`config.mk`:
```
export PLATFORM = sky130hd
export DESIGN_NAME = pfa_group_search
export DESIGN_NICKNAME = d
export VERILOG_FILES = /design/src/design/page_frame_allocator_macros.svh /design/src/design/pfa_pkg.sv /design/src/design/pfa_group_search.sv
export SDC_FILE = /design/constraint.sdc
export NUM_CORES = 1
export LEC_CHECK = 0
export ABC_AREA = 1
export CELL_PAD_IN_SITES_DETAIL_PLACEMENT = 1
export CELL_PAD_IN_SITES_GLOBAL_PLACEMENT = 1
export CORE_AREA = 2 2 39 41
export CTS_CLUSTER_DIAMETER = 150
export DETAILED_ROUTE_END_ITERATION = 8
export DIE_AREA = 0 0 41 43
export DONT_BUFFER_PORTS = 1
export PLACE_DENSITY_LB_ADDON = 0.1
export SLEW_MARGIN = 20
export SYNTH_ARGS = -nofsm -noshare
export SYNTH_HDL_FRONTEND = slang
export SYNTH_SLANG_ARGS = --single-unit
```
`constraint.sdc`:
```
create_clock -name i_clk -period 0.98 [get_ports i_clk]
set_input_delay 0.049 -clock i_clk [delete_from_list [all_inputs] [get_ports i_clk]]
set_output_delay 0.049 -clock i_clk [all_outputs]
set_load 0.05 [all_outputs]
```
`src/design/page_frame_allocator_macros.svh`:
```
// Assertion macros used by the page frame allocator top level
`ifndef PAGE_FRAME_ALLOCATOR_MACROS_SVH
`define PAGE_FRAME_ALLOCATOR_MACROS_SVH

// same-cycle implication, disabled while reset is held
`define PFA_ASSERT_SAME(lbl, clk, rst_n, ante, cons, msg) \
    lbl: assert property (@(posedge clk) disable iff (!rst_n) (ante) |-> (cons)) \
        else $error(msg);

// next-cycle implication, disabled while reset is held
`define PFA_ASSERT_NEXT(lbl, clk, rst_n, ante, cons, msg) \
    lbl: assert property (@(posedge clk) disable iff (!rst_n) (ante) |=> (cons)) \
        else $error(msg);

`endif

```
`src/design/pfa_pkg.sv`:
```
// Types, constants and helper functions of the page frame allocator
package pfa_pkg;

    localparam int WORD_BITS       = 32;
    localparam int WORDS_PER_GROUP = 32;
    localparam int GROUP_SIZE      = 1024;
    localparam int PAGE_SHIFT      = 12;
    localparam int GROUP_SHIFT     = 10;
    localparam int BIT_SHIFT       = 5;
    localparam logic [31:0] ENTRY_FLAGS    = 32'h3;
    localparam logic [31:0] DIR_FIRST_SLOT = 32'h100;
    localparam logic [31:0] FRAME_BASE_RST = 32'h0040_0000;
    localparam logic [31:0] TABLE_BASE_RST = 32'h0;

    typedef enum logic [1:0] {
        STATUS_OK       = 2'd0,
        STATUS_NO_FRAME = 2'd1,
        STATUS_RANGE    = 2'd2
    } t_status;

    typedef enum logic {
        KIND_ALLOC = 1'b0,
        KIND_FREE  = 1'b1
    } t_kind;

    typedef enum logic {
        CFG_FRAME_BASE = 1'b0,
        CFG_TABLE_BASE = 1'b1
    } t_cfg_reg;

    typedef enum logic [2:0] {
        S_IDLE,
        S_FIND,
        S_SUM,
        S_WORD,
        S_FREE,
        S_FAIL
    } t_state;

    // per-group summary: one bit per bitmap word
    typedef struct packed {
        logic [WORD_BITS-1:0] nonzero;
        logic [WORD_BITS-1:0] full;
    } t_sum;

    typedef struct packed {
        logic rd_sum;
        logic rd_word;
        logic wr;
    } t_map_ctl;

    typedef struct packed {
        logic       found;
        logic [4:0] pos;
    } t_zero;

    // lowest clear bit of a word
    function automatic t_zero lowest_zero(input logic [WORD_BITS-1:0] v);
        t_zero r;
        r = '0;
        for (int i = WORD_BITS - 1; i >= 0; i--) begin
            if (!v[i]) begin
                r.found = 1'b1;
                r.pos   = 5'(i);
            end
        end
        return r;
    endfunction

endpackage

```
`src/design/pfa_group_search.sv`:
```
// Group-full flags and the registered search for the lowest group with room
module pfa_group_search #(
    parameter int NUM_GROUPS = 4,
    parameter int GW         = 2
) (
    input  logic          i_clk,
    input  logic          i_rst_n,
    input  logic          i_upd_en,
    input  logic [GW-1:0] i_upd_group,
    input  logic          i_upd_full,
    output logic          o_found,
    output logic [GW-1:0] o_group
);

    localparam int NC = (NUM_GROUPS + pfa_pkg::WORD_BITS - 1) / pfa_pkg::WORD_BITS;

    logic [NUM_GROUPS-1:0]               r_full;
    logic [NC*pfa_pkg::WORD_BITS-1:0]    padded;
    pfa_pkg::t_zero                      r_chunk [NC];

    // groups past the end count as full
    for (genvar g = 0; g < NC * pfa_pkg::WORD_BITS; g++) begin : g_pad
        if (g < NUM_GROUPS) begin : g_real
            assign padded[g] = r_full[g];
        end else begin : g_fill
            assign padded[g] = 1'b1;
        end
    end

    always_ff @(posedge i_clk) begin
        if (!i_rst_n) begin
            r_full <= '0;
        end else if (i_upd_en) begin
            r_full[i_upd_group] <= i_upd_full;
        end
    end

    always_ff @(posedge i_clk) begin
        for (int c = 0; c < NC; c++) begin
            r_chunk[c] <= pfa_pkg::lowest_zero(padded[c*pfa_pkg::WORD_BITS +: pfa_pkg::WORD_BITS]);
        end
    end

    always_comb begin
        o_found = 1'b0;
        o_group = '0;
        for (int c = NC - 1; c >= 0; c--) begin
            if (r_chunk[c].found) begin
                o_found = 1'b1;
                o_group = GW'(c * pfa_pkg::WORD_BITS + int'(r_chunk[c].pos));
            end
        end
    end

endmodule

```
* Word-level counts from Yosys, hierarchy flattened *
Memories as Yosys holds them, arrays and structs flattened.
Index checks and enable logic that the tools add are counted.

storage, ports and cells
  bits in registers = 4
  RAM bits = 6
  input bits = 6
  output and inout port bits = 3
  logic and storage cells = 14
  memories kept = 1

operators by class
  order comparisons = 2
  muxes and demuxes = 9
  reduce and logical (&&, ||, !) cells = 1

memory list
  memory   depth  width  read ports  clocked after Yosys merged registers in  write ports  RTL line                text
  r_chunk  1      6      1           0                                        1            pfa_group_search.sv:19  pfa_pkg::t_zero r_chunk [NC];

operators by type and width
  cell                                                 number
  2-to-1 mux 6 bit                                     4
  bitwise mux 4 bit                                    1
  < comparator 2 x 3 -> 1 bit, second input constant   1
  demux 1 bit (select 2 bit)                           1
  >= comparator 2 x 1 -> 1 bit, second input constant  1
  2-to-1 mux 1 bit                                     2
  2-to-1 mux 2 bit                                     1
  logical AND 1 bit                                    1

* Depth between registers and ports, before layout *
  word-level depth = 5
  gate-level depth with buffers = 5

* Worst setup path before layout *
OpenSTA, ideal clock, no wires.

  path kind = reg2out
  start point = memory r_chunk[0][5] in the netlist's numbering
  end point = output port o_group[0]
  data arrival time = 1.043 ns
  required time = 0.931 ns
  slack = -0.112 ns
  stages on the path, launching flop included = 3
  buffers on the path = 0
  cells stage by stage = dfxtp_1 nand2_1 inv_1

on the way
  longest elaborated chain between the ends = 2

ends and longest elaborated chain
  item                     RTL line                text
  start: declaration       pfa_group_search.sv:19
  memory read (1 x 6 bit)  n/a
  2-to-1 mux 2 bit         pfa_group_search.sv:48  if (r_chunk[c].found) begin
  end: declaration         pfa_group_search.sv:12  output logic [GW-1:0] o_group

No other way between the ends.

* Worst setup path after layout *
Same ends and word-level chain as after synthesis.

==> impl_results.md <==
* Clock root buffer: clkbuf_4
* TNS Setup at 0 ns
* Post-synth top area cell: dfxtp_1
* Antenna cells at 0
* Worst hold path class: primary input to flop
* Int Power at 0.000482 W
* Full die area at 0.00176 sq mm
* Switching pwr at 0.000145 W
* Post-Route Skew at 0.00173 ns
* Worst path required time at 0.93 ns
* Top cells by area, synth: dfxtp_1 49%, nand2_1 13%, inv_1 12%
* PD cells at 1530 mW/mm^2
* Gate Count Post-Synth at 42
* CTS Sinks at 7
* Most frequent cell after synthesis: nand2_1
* Outcome: complete, no violations
* Gr usage total at 9.77%
* Post-synth EDFFs at 0
* First-pass GRT wire length at 1110 um
* Sequential power share at 48.5%
* Worst path bufs/invs at 2
* Post-synthesis sequential area ratio at 49.1%
* Post-route minimum period at 0.918 ns
* Filler cells at 180
* Chip Height at 43 um
* Critical Path Sink Type: primary output
* Yosys reg bits at 7
* Fmax at 1.09 GHz
* Clock buffer depth at 2
* Io pins at 9
* CTS Buf Count at 3
* Total power at 0.000627 W
* Die W at 41 um
* Most frequent cells after synthesis: 10 x nand2_1, 9 x inv_1, 8 x nor2_1
* Syn_area_per_cell at 6.79 sq um
* Worst EP arrival at 0.87 ns
* Slew headroom at 88.0%
* Post-route DRC at 0
* Worst Hold Depth at 4
* Share of the synthesized area in the top cell type at 49.1%
* Post-DRT Antenna Nets at 0
* Final wirelength at 657 um
* Crit. path cell count at 3
* H-tree Lvls at 1
* Vias in the first global route at 290
* Setup Fix Bufs, Post-CTS at 0
* Grt total ovfl at 0
* Placed cell area at 354 sq um
* Initial Util at 20.6%
* Peak supply drop at 0.000426 V
* Initial antenna violation count at 0
* Mapped Nets at 48
* Worst slack, placed at 0.283 ns
* Switch share at 23.1%
* Initial DRC Count at 2
* Leak at 0.202 nW
* Vias per cell at 4.25
* Synthesized cell area at 285 sq um
* Gp weighted congestion at 0.669
* DR pass1 iterations at 4
* Dpl hpwl at 543 um
* Clk_lat worst skew at 0.25 ns
* Setup CP Type: flop to primary output
* Hold Vio Cnt, Final at 0
* Post-layout worst setup margin at 0.0620 ns
* Crit-path max FO at 3
* Worst Max-Slew Pin Slew at 0.180 ns
* Drt wl/cell at 9.66 um
* Crit path max-delay family: flip-flops
* Ys flop type: dfxtp_1
* R2R depth at 2
* Asr flop ratio synth at 0%
* Row cnt at 14
* Slowest stage delay, CP at 0.34 ns
* Layout area overhead at 43.9%
* R2r setup slk at 0.28 ns
* Clock share of power at 40.9%
* Core area at 0.00138 sq mm
* Setup violators final at 0
* Slew Limit Fails at 0
* Fin crit share at 93.7%
* Port Buffers at 0
* CP Cell Sequence: nand2_1 -> inv_1 -> buf_12
* Layout cells sized above 1 at 13.5%
* Nets at 59
* RSZ-0062 raised after global routing: false
* Clock transition at the registers of the reported paths at 0.05 ns
* Pin count of the biggest net entering global routing at 5
* Critical-path top delay cell: dfxtp_2
* CTS tree: done
* Comb power frac at 10.7%
* Max Cap Violations at 0
* Design Area, Final at 410 sq um
* Via count at 289
* Netlist cell types at 8
* YS warnings at 0
* Crit path launch type: flop
[worst register-to-register path, cell delays in order (launching register included)]
cell and delay (ns):
dfxtp_1 0.36, inv_1 0.07, a211oi_1 0.19
[layout make-up]
type	instances	area (sq um)	share of cell area, %
Clock buffer	4	26.3	6.40
Multi-Input combinational cell	26	111	27.1
Inverter	9	33.8	8.23
Timing Repair Buffer	6	77.6	18.9
Tap cell	16	20.0	4.88
Sequential cell	7	141	34.5
[cell usage in the layout (no fill, tap or decap), drive strengths merged]
master / netlist / routed
nand2: 10 / 10
inv: 9 / 9
nor2: 8 / 8
dfxtp: 7 / 7
nand3: 4 / 4
clkbuf: 0 / 4
dlygate4sd3: 0 / 3
buf: 0 / 3
a21oi: 2 / 2
a211oi: 1 / 1
nand4: 1 / 1
[repair_timing]
item                      CTS  global route
gates resized for setup     0             0
hold buffers                3             0
hold endpoints to repair    4             0
[worst paths after layout]
| kind | start | end |
|---|---|---|
| worst max register to register | r_full[0] | r_chunk[0][1] |
| worst max-delay path | r_chunk[0][5] | o_group[0] |
| worst min register to register | r_full[3] | r_chunk[0][5] |
| worst min-delay path | i_upd_full | r_full[0] |
[per-layer routing]
layer | share of wire, % | vias up | GRT usage, %
met2 | 59 | 6 | 17.2
met3 | 4.4 | 0 | 6.28
met1 | 36 | 135 | 8.77
li1 | - | 148 | -
met5 | 0 | - | 0
met4 | 0 | 0 | 2.00
[kinds of logic (layout without fill, tap and decap cells)]
family / count (synthesis) / count (layout) / share of synthesized area (%)
AO/OA/AOI/OAI: 3 / 3 / 6.14
buffers and inverters: 9 / 19 / 11.8
AND/OR/NAND/NOR: 23 / 23 / 32.9
flip-flops: 7 / 7 / 49.1
[per-stage QoR]
stage	hold slack [ns]	utilization, %	instances
floorplan	0.169	-	42
global placement	0.176	25.6	61
detailed placement	0.180	25.6	61
CTS	0.0243	29.7	68
global route	0.0442	29.7	68
finish	0.0296	29.7	68
[state kept, by name, indices dropped and copies added, names as in the netlist]
name and flops:
r_chunk 3, r_full 4
[power by group through the flow]
stage	logic, W	clock network (W)	registers [W]
after floorplan	0.0000368	0	0.000308
after global placement	0.0000521	0	0.000310
after detailed placement	0.0000546	0	0.000310
after CTS	0.0000687	0.000272	0.000304
after global routing	0.0000751	0.000285	0.000305
final	0.0000670	0.000256	0.000304
No activity file was read; power rests on OpenSTA's default activity.
