### src/design/page_frame_allocator_macros.svh
// Assertion macros used by the page frame allocator top level
`ifndef PAGE_FRAME_ALLOCATOR_MACROS_SVH
`define PAGE_FRAME_ALLOCATOR_MACROS_SVH

// same-cycle implication, disabled while reset is held
`define PFA_ASSERT_SAME(lbl, clk, rst_n, ante, cons, msg) \
    lbl: assert property (@(posedge clk) disable iff (!rst_n) (ante) |-> (cons)) \
        else $error(msg);

// next-cycle implication, disabled while reset is held
`define PFA_ASSERT_NEXT(lbl, clk, rst_n, ante, cons, msg) \
    lbl: assert property (@(posedge clk) disable iff (!rst_n) (ante) |=> (cons)) \
        else $error(msg);

`endif

### src/design/pfa_pkg.sv
// Types, constants and helper functions of the page frame allocator
package pfa_pkg;

    localparam int WORD_BITS       = 32;
    localparam int WORDS_PER_GROUP = 32;
    localparam int GROUP_SIZE      = 1024;
    localparam int PAGE_SHIFT      = 12;
    localparam int GROUP_SHIFT     = 10;
    localparam int BIT_SHIFT       = 5;
    localparam logic [31:0] ENTRY_FLAGS    = 32'h3;
    localparam logic [31:0] DIR_FIRST_SLOT = 32'h100;
    localparam logic [31:0] FRAME_BASE_RST = 32'h0040_0000;
    localparam logic [31:0] TABLE_BASE_RST = 32'h0;

    typedef enum logic [1:0] {
        STATUS_OK       = 2'd0,
        STATUS_NO_FRAME = 2'd1,
        STATUS_RANGE    = 2'd2
    } t_status;

    typedef enum logic {
        KIND_ALLOC = 1'b0,
        KIND_FREE  = 1'b1
    } t_kind;

    typedef enum logic {
        CFG_FRAME_BASE = 1'b0,
        CFG_TABLE_BASE = 1'b1
    } t_cfg_reg;

    typedef enum logic [2:0] {
        S_IDLE,
        S_FIND,
        S_SUM,
        S_WORD,
        S_FREE,
        S_FAIL
    } t_state;

    // per-group summary: one bit per bitmap word
    typedef struct packed {
        logic [WORD_BITS-1:0] nonzero;
        logic [WORD_BITS-1:0] full;
    } t_sum;

    typedef struct packed {
        logic rd_sum;
        logic rd_word;
        logic wr;
    } t_map_ctl;

    typedef struct packed {
        logic       found;
        logic [4:0] pos;
    } t_zero;

    // lowest clear bit of a word
    function automatic t_zero lowest_zero(input logic [WORD_BITS-1:0] v);
        t_zero r;
        r = '0;
        for (int i = WORD_BITS - 1; i >= 0; i--) begin
            if (!v[i]) begin
                r.found = 1'b1;
                r.pos   = 5'(i);
            end
        end
        return r;
    endfunction

endpackage

### src/design/pfa_map.sv
// Used-frame bitmap and per-group summary memories with the reset clearing sweep
module pfa_map #(
    parameter int NUM_WORDS  = 128,
    parameter int NUM_GROUPS = 4,
    parameter int WAW        = 7,
    parameter int GW         = 2
) (
    input  logic                           i_clk,
    input  logic                           i_rst_n,
    input  pfa_pkg::t_map_ctl              i_ctl,
    input  logic [WAW-1:0]                 i_word_addr,
    input  logic [GW-1:0]                  i_group_addr,
    input  logic [pfa_pkg::WORD_BITS-1:0]  i_word_wdata,
    input  pfa_pkg::t_sum                  i_sum_wdata,
    output logic [pfa_pkg::WORD_BITS-1:0]  o_word_rdata,
    output pfa_pkg::t_sum                  o_sum_rdata,
    output logic                           o_busy
);

    localparam logic [WAW:0] NW_L = (WAW+1)'(NUM_WORDS);
    localparam logic [WAW:0] NG_L = (WAW+1)'(NUM_GROUPS);

    logic [pfa_pkg::WORD_BITS-1:0] mem_word [NUM_WORDS];
    pfa_pkg::t_sum                 mem_sum  [NUM_GROUPS];

    logic [WAW:0]                  r_clr_cnt;
    logic [pfa_pkg::WORD_BITS-1:0] r_word_q;
    pfa_pkg::t_sum                 r_sum_q;
    logic                          clearing;

    assign clearing = (r_clr_cnt < NW_L);
    assign o_busy   = clearing;

    always_ff @(posedge i_clk) begin
        if (!i_rst_n) begin
            r_clr_cnt <= '0;
        end else if (clearing) begin
            r_clr_cnt <= r_clr_cnt + 1'b1;
        end
    end

    always_ff @(posedge i_clk) begin
        if (clearing) begin
            mem_word[r_clr_cnt[WAW-1:0]] <= '0;
        end else if (i_ctl.wr) begin
            mem_word[i_word_addr] <= i_word_wdata;
        end
        if (i_ctl.rd_word) begin
            r_word_q <= mem_word[i_word_addr];
        end
    end

    always_ff @(posedge i_clk) begin
        if (clearing) begin
            if (r_clr_cnt < NG_L) begin
                mem_sum[r_clr_cnt[GW-1:0]] <= '0;
            end
        end else if (i_ctl.wr) begin
            mem_sum[i_group_addr] <= i_sum_wdata;
        end
        if (i_ctl.rd_sum) begin
            r_sum_q <= mem_sum[i_group_addr];
        end
    end

    assign o_word_rdata = r_word_q;
    assign o_sum_rdata  = r_sum_q;

endmodule

### config.mk
export PLATFORM = sky130hd
export DESIGN_NAME = pfa_map
export DESIGN_NICKNAME = d
export VERILOG_FILES = /design/src/design/page_frame_allocator_macros.svh /design/src/design/pfa_pkg.sv /design/src/design/pfa_map.sv
export SDC_FILE = /design/constraint.sdc
export NUM_CORES = 2
export LEC_CHECK = 0
export BUFFER_PORTS_ARGS = -buffer_cell sky130_fd_sc_hd__buf_4
export CAP_MARGIN = 15
export CELL_PAD_IN_SITES_DETAIL_PLACEMENT = 2
export CELL_PAD_IN_SITES_GLOBAL_PLACEMENT = 2
export CORE_AREA = 2 2 698 700
export DETAILED_ROUTE_END_ITERATION = 7
export DIE_AREA = 0 0 700 702
export GPL_ROUTABILITY_DRIVEN = 0
export PLACE_DENSITY_LB_ADDON = 0.12
export SYNTH_ARGS = -nofsm -noshare
export SYNTH_HDL_FRONTEND = slang
export SYNTH_MEMORY_MAX_BITS = 65536
export SYNTH_SLANG_ARGS = --single-unit
export TNS_END_PERCENT = 10
### constraint.sdc
create_clock -name i_clk -period 13.87 [get_ports i_clk]
set_input_delay 1.387 -clock i_clk [delete_from_list [all_inputs] [get_ports i_clk]]
set_output_delay 1.387 -clock i_clk [all_outputs]
set_load 0.02 [all_outputs]
# Word level (Yosys, flattened, before mapping)
# Memory sizes are Yosys's and may differ from the RTL's. A register that Yosys moved wholly into a read port is not among the register bits.
# Cells that the tools add are included.
# totals
reg_bits	8
ramBits	4352
input_bits	110
output_inout_bits	97
elab_cells	22
n_memories	2
# classes
add_sub_neg	1
magnitude_cmp	2
mux	14
reduce_logical	2
# memory_table
memory	depth	width	read_ports	rd_ports_with_merged_regs	wr	line_no	source
mem_word	128	32	1	1	1	pfa_map.sv:23	logic [pfa_pkg::WORD_BITS-1:0] mem_word [NUM_WORDS];
mem_sum	4	64	1	1	1	pfa_map.sv:24	pfa_pkg::t_sum mem_sum [NUM_GROUPS];
# ops
op	count
two-way mux 64 bit	1
OR reduction 64 bit	1
two-way mux 32 bit	1
OR reduction 32 bit	1
two-way mux 1 bit	10
adder 8 x 1 -> 8 bit, second input constant	1
less-than comparator 8 x 3 -> 1 bit, second input constant	1
less-than comparator 8 bit, second input constant	1
two-way mux 7 bit	1
two-way mux 2 bit	1

# Depth between registers and ports, before layout
# depth
depth_word	5
ltp_mapped	8
ltp_nobuf	4

# Least setup slack after synthesis
# OpenSTA, ideal clock, no wires.
# synth_timing
path_type	input port to flip-flop
startpoint	in i_ctl[0] in the netlist's numbering
endpoint	mem mem_sum[3][0] in the netlist's numbering, enable pin
setup_time_ns	0.507
arrival_time_ns	5.499
required_ns	13.363
setup_slack_ns	7.864
path_stages	6
path_buffers	3
cell_sequence	clkbuf_1 and2_1 clkbuf_1 clkbuf_1 nand3_1 a21oi_1
# synth_via
elab_chain_len	5
elab_cells_between_ends	6
cone_classes	mux (5); reduce/logical (1)
# synth_lines
item	line_no	source
from (decl)	pfa_map.sv:10	input pfa_pkg::t_map_ctl i_ctl,
two-way mux 1 bit *	pfa_map.sv:58	end else if (i_ctl.wr) begin
two-way mux 1 bit *	pfa_map.sv:54	if (clearing) begin
two-way mux 1 bit (implied by the code) *	pfa_map.sv:59	mem_sum[i_group_addr] <= i_sum_wdata;
OR reduction 64 bit (no source line)	-	
two-way mux 2 bit (no source line) / two-way mux 1 bit (equally long branches)	-	
to (decl)	pfa_map.sv:24	
# Every way passes the cells marked *; elsewhere a longest branch is shown, timed or not.

==> results_dict.tcl <==
set metrics [dict create \
    path_max_fanout 65 \
    finalNonFillerCells 14063 \
    power_density_mw_per_mm2 145 \
    worst_pin_slew_ns 1.19 \
    hold_viol 0 \
    reg2reg_slack_ns 8.90 \
    drtIter0Drc 9616 \
    dp.cells 13128 \
    synth-main-ff-cell "edfxtp_1" \
    slew_violations 0 \
    yosys.area.top_type_share 0.790 \
    clock_skew_ns 0.0577 \
    io_buffers 206 \
    cts_max_level 5 \
    core_mm2 0.484 \
    grt_max_degree 139 \
    synth.net_count 6699 \
    nFillCells 43965 \
    antenna_found_initial 110 \
    yosys-top-cells-area "edfxtp_1, mux4_2, clkbuf_1, and3_1, nor2_1" \
    start_kind "input port" \
    yosys_warnings 0 \
    power.total_mw 28.3 \
    placementRows 256 \
    min_to "r_clr_cnt[5]" \
    period_share 0.393 \
    fin_setup_tns_ns 0 \
    cts_buffer_depth 4 \
    post-synth-top-count-cell "edfxtp_1" \
    grt_pass1_wl_um 732000 \
    vias_per_cell 5.58 \
    insertion_delay_ns 1.06 \
    ctsHoldBuffers 0 \
    post_cts_buffers 0 \
    dieArea_mm2 0.491 \
    nets 7275 \
    fin_ws_ns 8.42 \
    synthCells 6588 \
    dp_hpwl_um 289000 \
    rsz0062_at_grt "no" \
    cts_resized 0 \
    status "finished clean" \
    die_y_um 702 \
    r2r-start "r_clr_cnt[7]" \
    cts_tree "yes" \
    synth_edf_count 4448 \
    clk_pin_slew_worst_paths_ns 0.06 \
    hp-class "flip-flop to flip-flop" \
    rr_worst_depth 6 \
    hold_depth 2 \
    initial_utilization 0.349 \
    netlist_area_mm2 0.169 \
    cp_data_arrival_time_ns 6.22 \
    numClockSinks 4456 \
    cts_root_buffer "clkbuf_16" \
    antenna_left 0 \
    vias 78541 \
    grt_overflow_total 0 \
    drc_errors 0 \
    slew-limit-headroom 0.202 \
    hold_start "r_clr_cnt[5]" \
    crit_required_ns 14.63 \
    ioPinCount 207 \
    vdd_drop_max_mv 0.113 \
    r2r-end "mem_word[50][24]" \
    drt_pass1_iterations 5 \
    syn2layout_area_growth_pct 15.7 \
    ys_top_cells_by_count "edfxtp_1, mux4_2, clkbuf_1" \
    wl_um 538000 \
    synth_cell_type_count 33 \
    pre_cts_ws_ns 7.37 \
    yosys.area.top_type "edfxtp_1" \
    die_w_um 700 \
    cts_buffers 483 \
    drv_cap 0 \
    ys_async_sr_fraction 0 \
    drive_above_1_share 0.357 \
    synth-seq-cells 4456 \
    wl_per_cell_um 38.3 \
    syn_area_per_cell_um2 25.6 \
    p_leak_nw 57.9 \
    cp-end-kind "flip-flop" \
    fin_crit_ns 5.45 \
    ys_seq_area_frac 0.791 \
    setup_viol 0 \
    track_usage 0.217 \
    clock.fmax_mhz 183 \
    path_class "input port to flip-flop" \
    grt_pass1_vias 83042 \
]
==> through the flow <==
step	util	hold slack [ns]	instance area [um^2]
4_1_cts	0.403	0.575	195000
3_5_place_dp	0.372	0.568	180000
3_3_place_gp	0.372	0.552	180000
2_1_floorplan	-	0.506	169000
5_1_grt	0.403	0.625	195000
6_report	0.404	0.596	195000
==> metal layers <==
metal | up-vias | wire [um] | global-route usage
li1 | 30143 | - | -
met1 | 45049 | 233000 | 0.309
met2 | 2750 | 261000 | 0.355
met3 | 563 | 34600 | 0.0370
met4 | 36 | 10000 | 0.0419
met5 | - | 230 | 0
==> power by group <==
| part | switching, mW | internal (mW) | total (mW) |
|---|---|---|---|
| combinational | 0.653 | 0.422 | 1.08 |
| sequential | 0.0533 | 14.7 | 14.8 |
| clock | 5.42 | 7.00 | 12.4 |
==> worst max path at each step <==
| stage | start | to | slack [ns] |
|---|---|---|---|
| 2_1_floorplan | i_ctl[0] | mem_sum[3][0] | 7.86 |
| 3_3_place_gp | i_word_addr[1] | o_word_rdata[27] | 7.38 |
| 3_5_place_dp | i_word_addr[1] | o_word_rdata[4] | 7.37 |
| 4_1_cts | i_word_addr[1] | o_word_rdata[4] | 8.49 |
| 5_1_grt | i_word_addr[0] | o_word_rdata[14] | 8.28 |
| 6_report | i_word_addr[1] | o_word_rdata[4] | 8.42 |
==> flip-flops by register name (all words and copies together), names as in the netlist <==
name and cells:
mem_word 4096, mem_sum 256, o_sum_rdata 64, o_word_rdata 32
r_clr_cnt 8
==> cell type report <==
class	instances	area (um^2)	area share
Clock buffer	606	12600	0.0645
Clock inverter	276	2350	0.0120
Timing Repair Buffer	450	3570	0.0183
Sequential cell	4456	134000	0.684
Inverter	4	15.0	0.0000768
Antenna cell	52	130	0.000666
Multi-Input combinational cell	1769	35000	0.179
Tap cell	6450	8070	0.0413
==> cell usage in the layout, fill, tap and decap left out, types with 10 or more instances in the layout <==
| cell | Yosys | layout |
|---|---|---|
| clkinv_8 | 0 | 10 |
| bufinv_16 | 0 | 32 |
| and3_1 | 97 | 65 |
| edfxtp_1 | 4448 | 4448 |
| clkbuf_16 | 0 | 486 |
| buf_4 | 1 | 434 |
| nor2_4 | 0 | 129 |
| diode_2 | 0 | 52 |
| mux2_2 | 34 | 34 |
| clkbuf_1 | 229 | 120 |
| inv_6 | 0 | 13 |
| and3_4 | 0 | 32 |
| buf_12 | 0 | 10 |
| mux4_2 | 1408 | 1408 |
| clkinv_1 | 0 | 131 |
| nand2_1 | 28 | 28 |
| clkinv_2 | 0 | 75 |
==> worst max-delay path, cell delays in order <==
cell,delay [ns]
buf_8,0.45
buf_4,0.66
buf_4,0.75
buf_4,0.84
mux4_2,0.43
mux4_2,0.59
mux4_2,0.51
mux2_2,0.27
==> cells by family (layout without fill, tap and decap cells) <==
family / after synthesis / in the layout / synth area share
XOR/XNOR: 5 / 5 / 0.000259
buffers and inverters: 363 / 1336 / 0.00880
flip-flops: 4456 / 4456 / 0.791
AND/OR/NAND/NOR: 297 / 297 / 0.00860
adder cells (fa/ha/maj): 1 / 1 / 0.0000740
other: 0 / 52 / 0
AO/OA/AOI/OAI: 22 / 22 / 0.000815
multiplexers: 1444 / 1444 / 0.190
(Power assumes the default switching activity.)
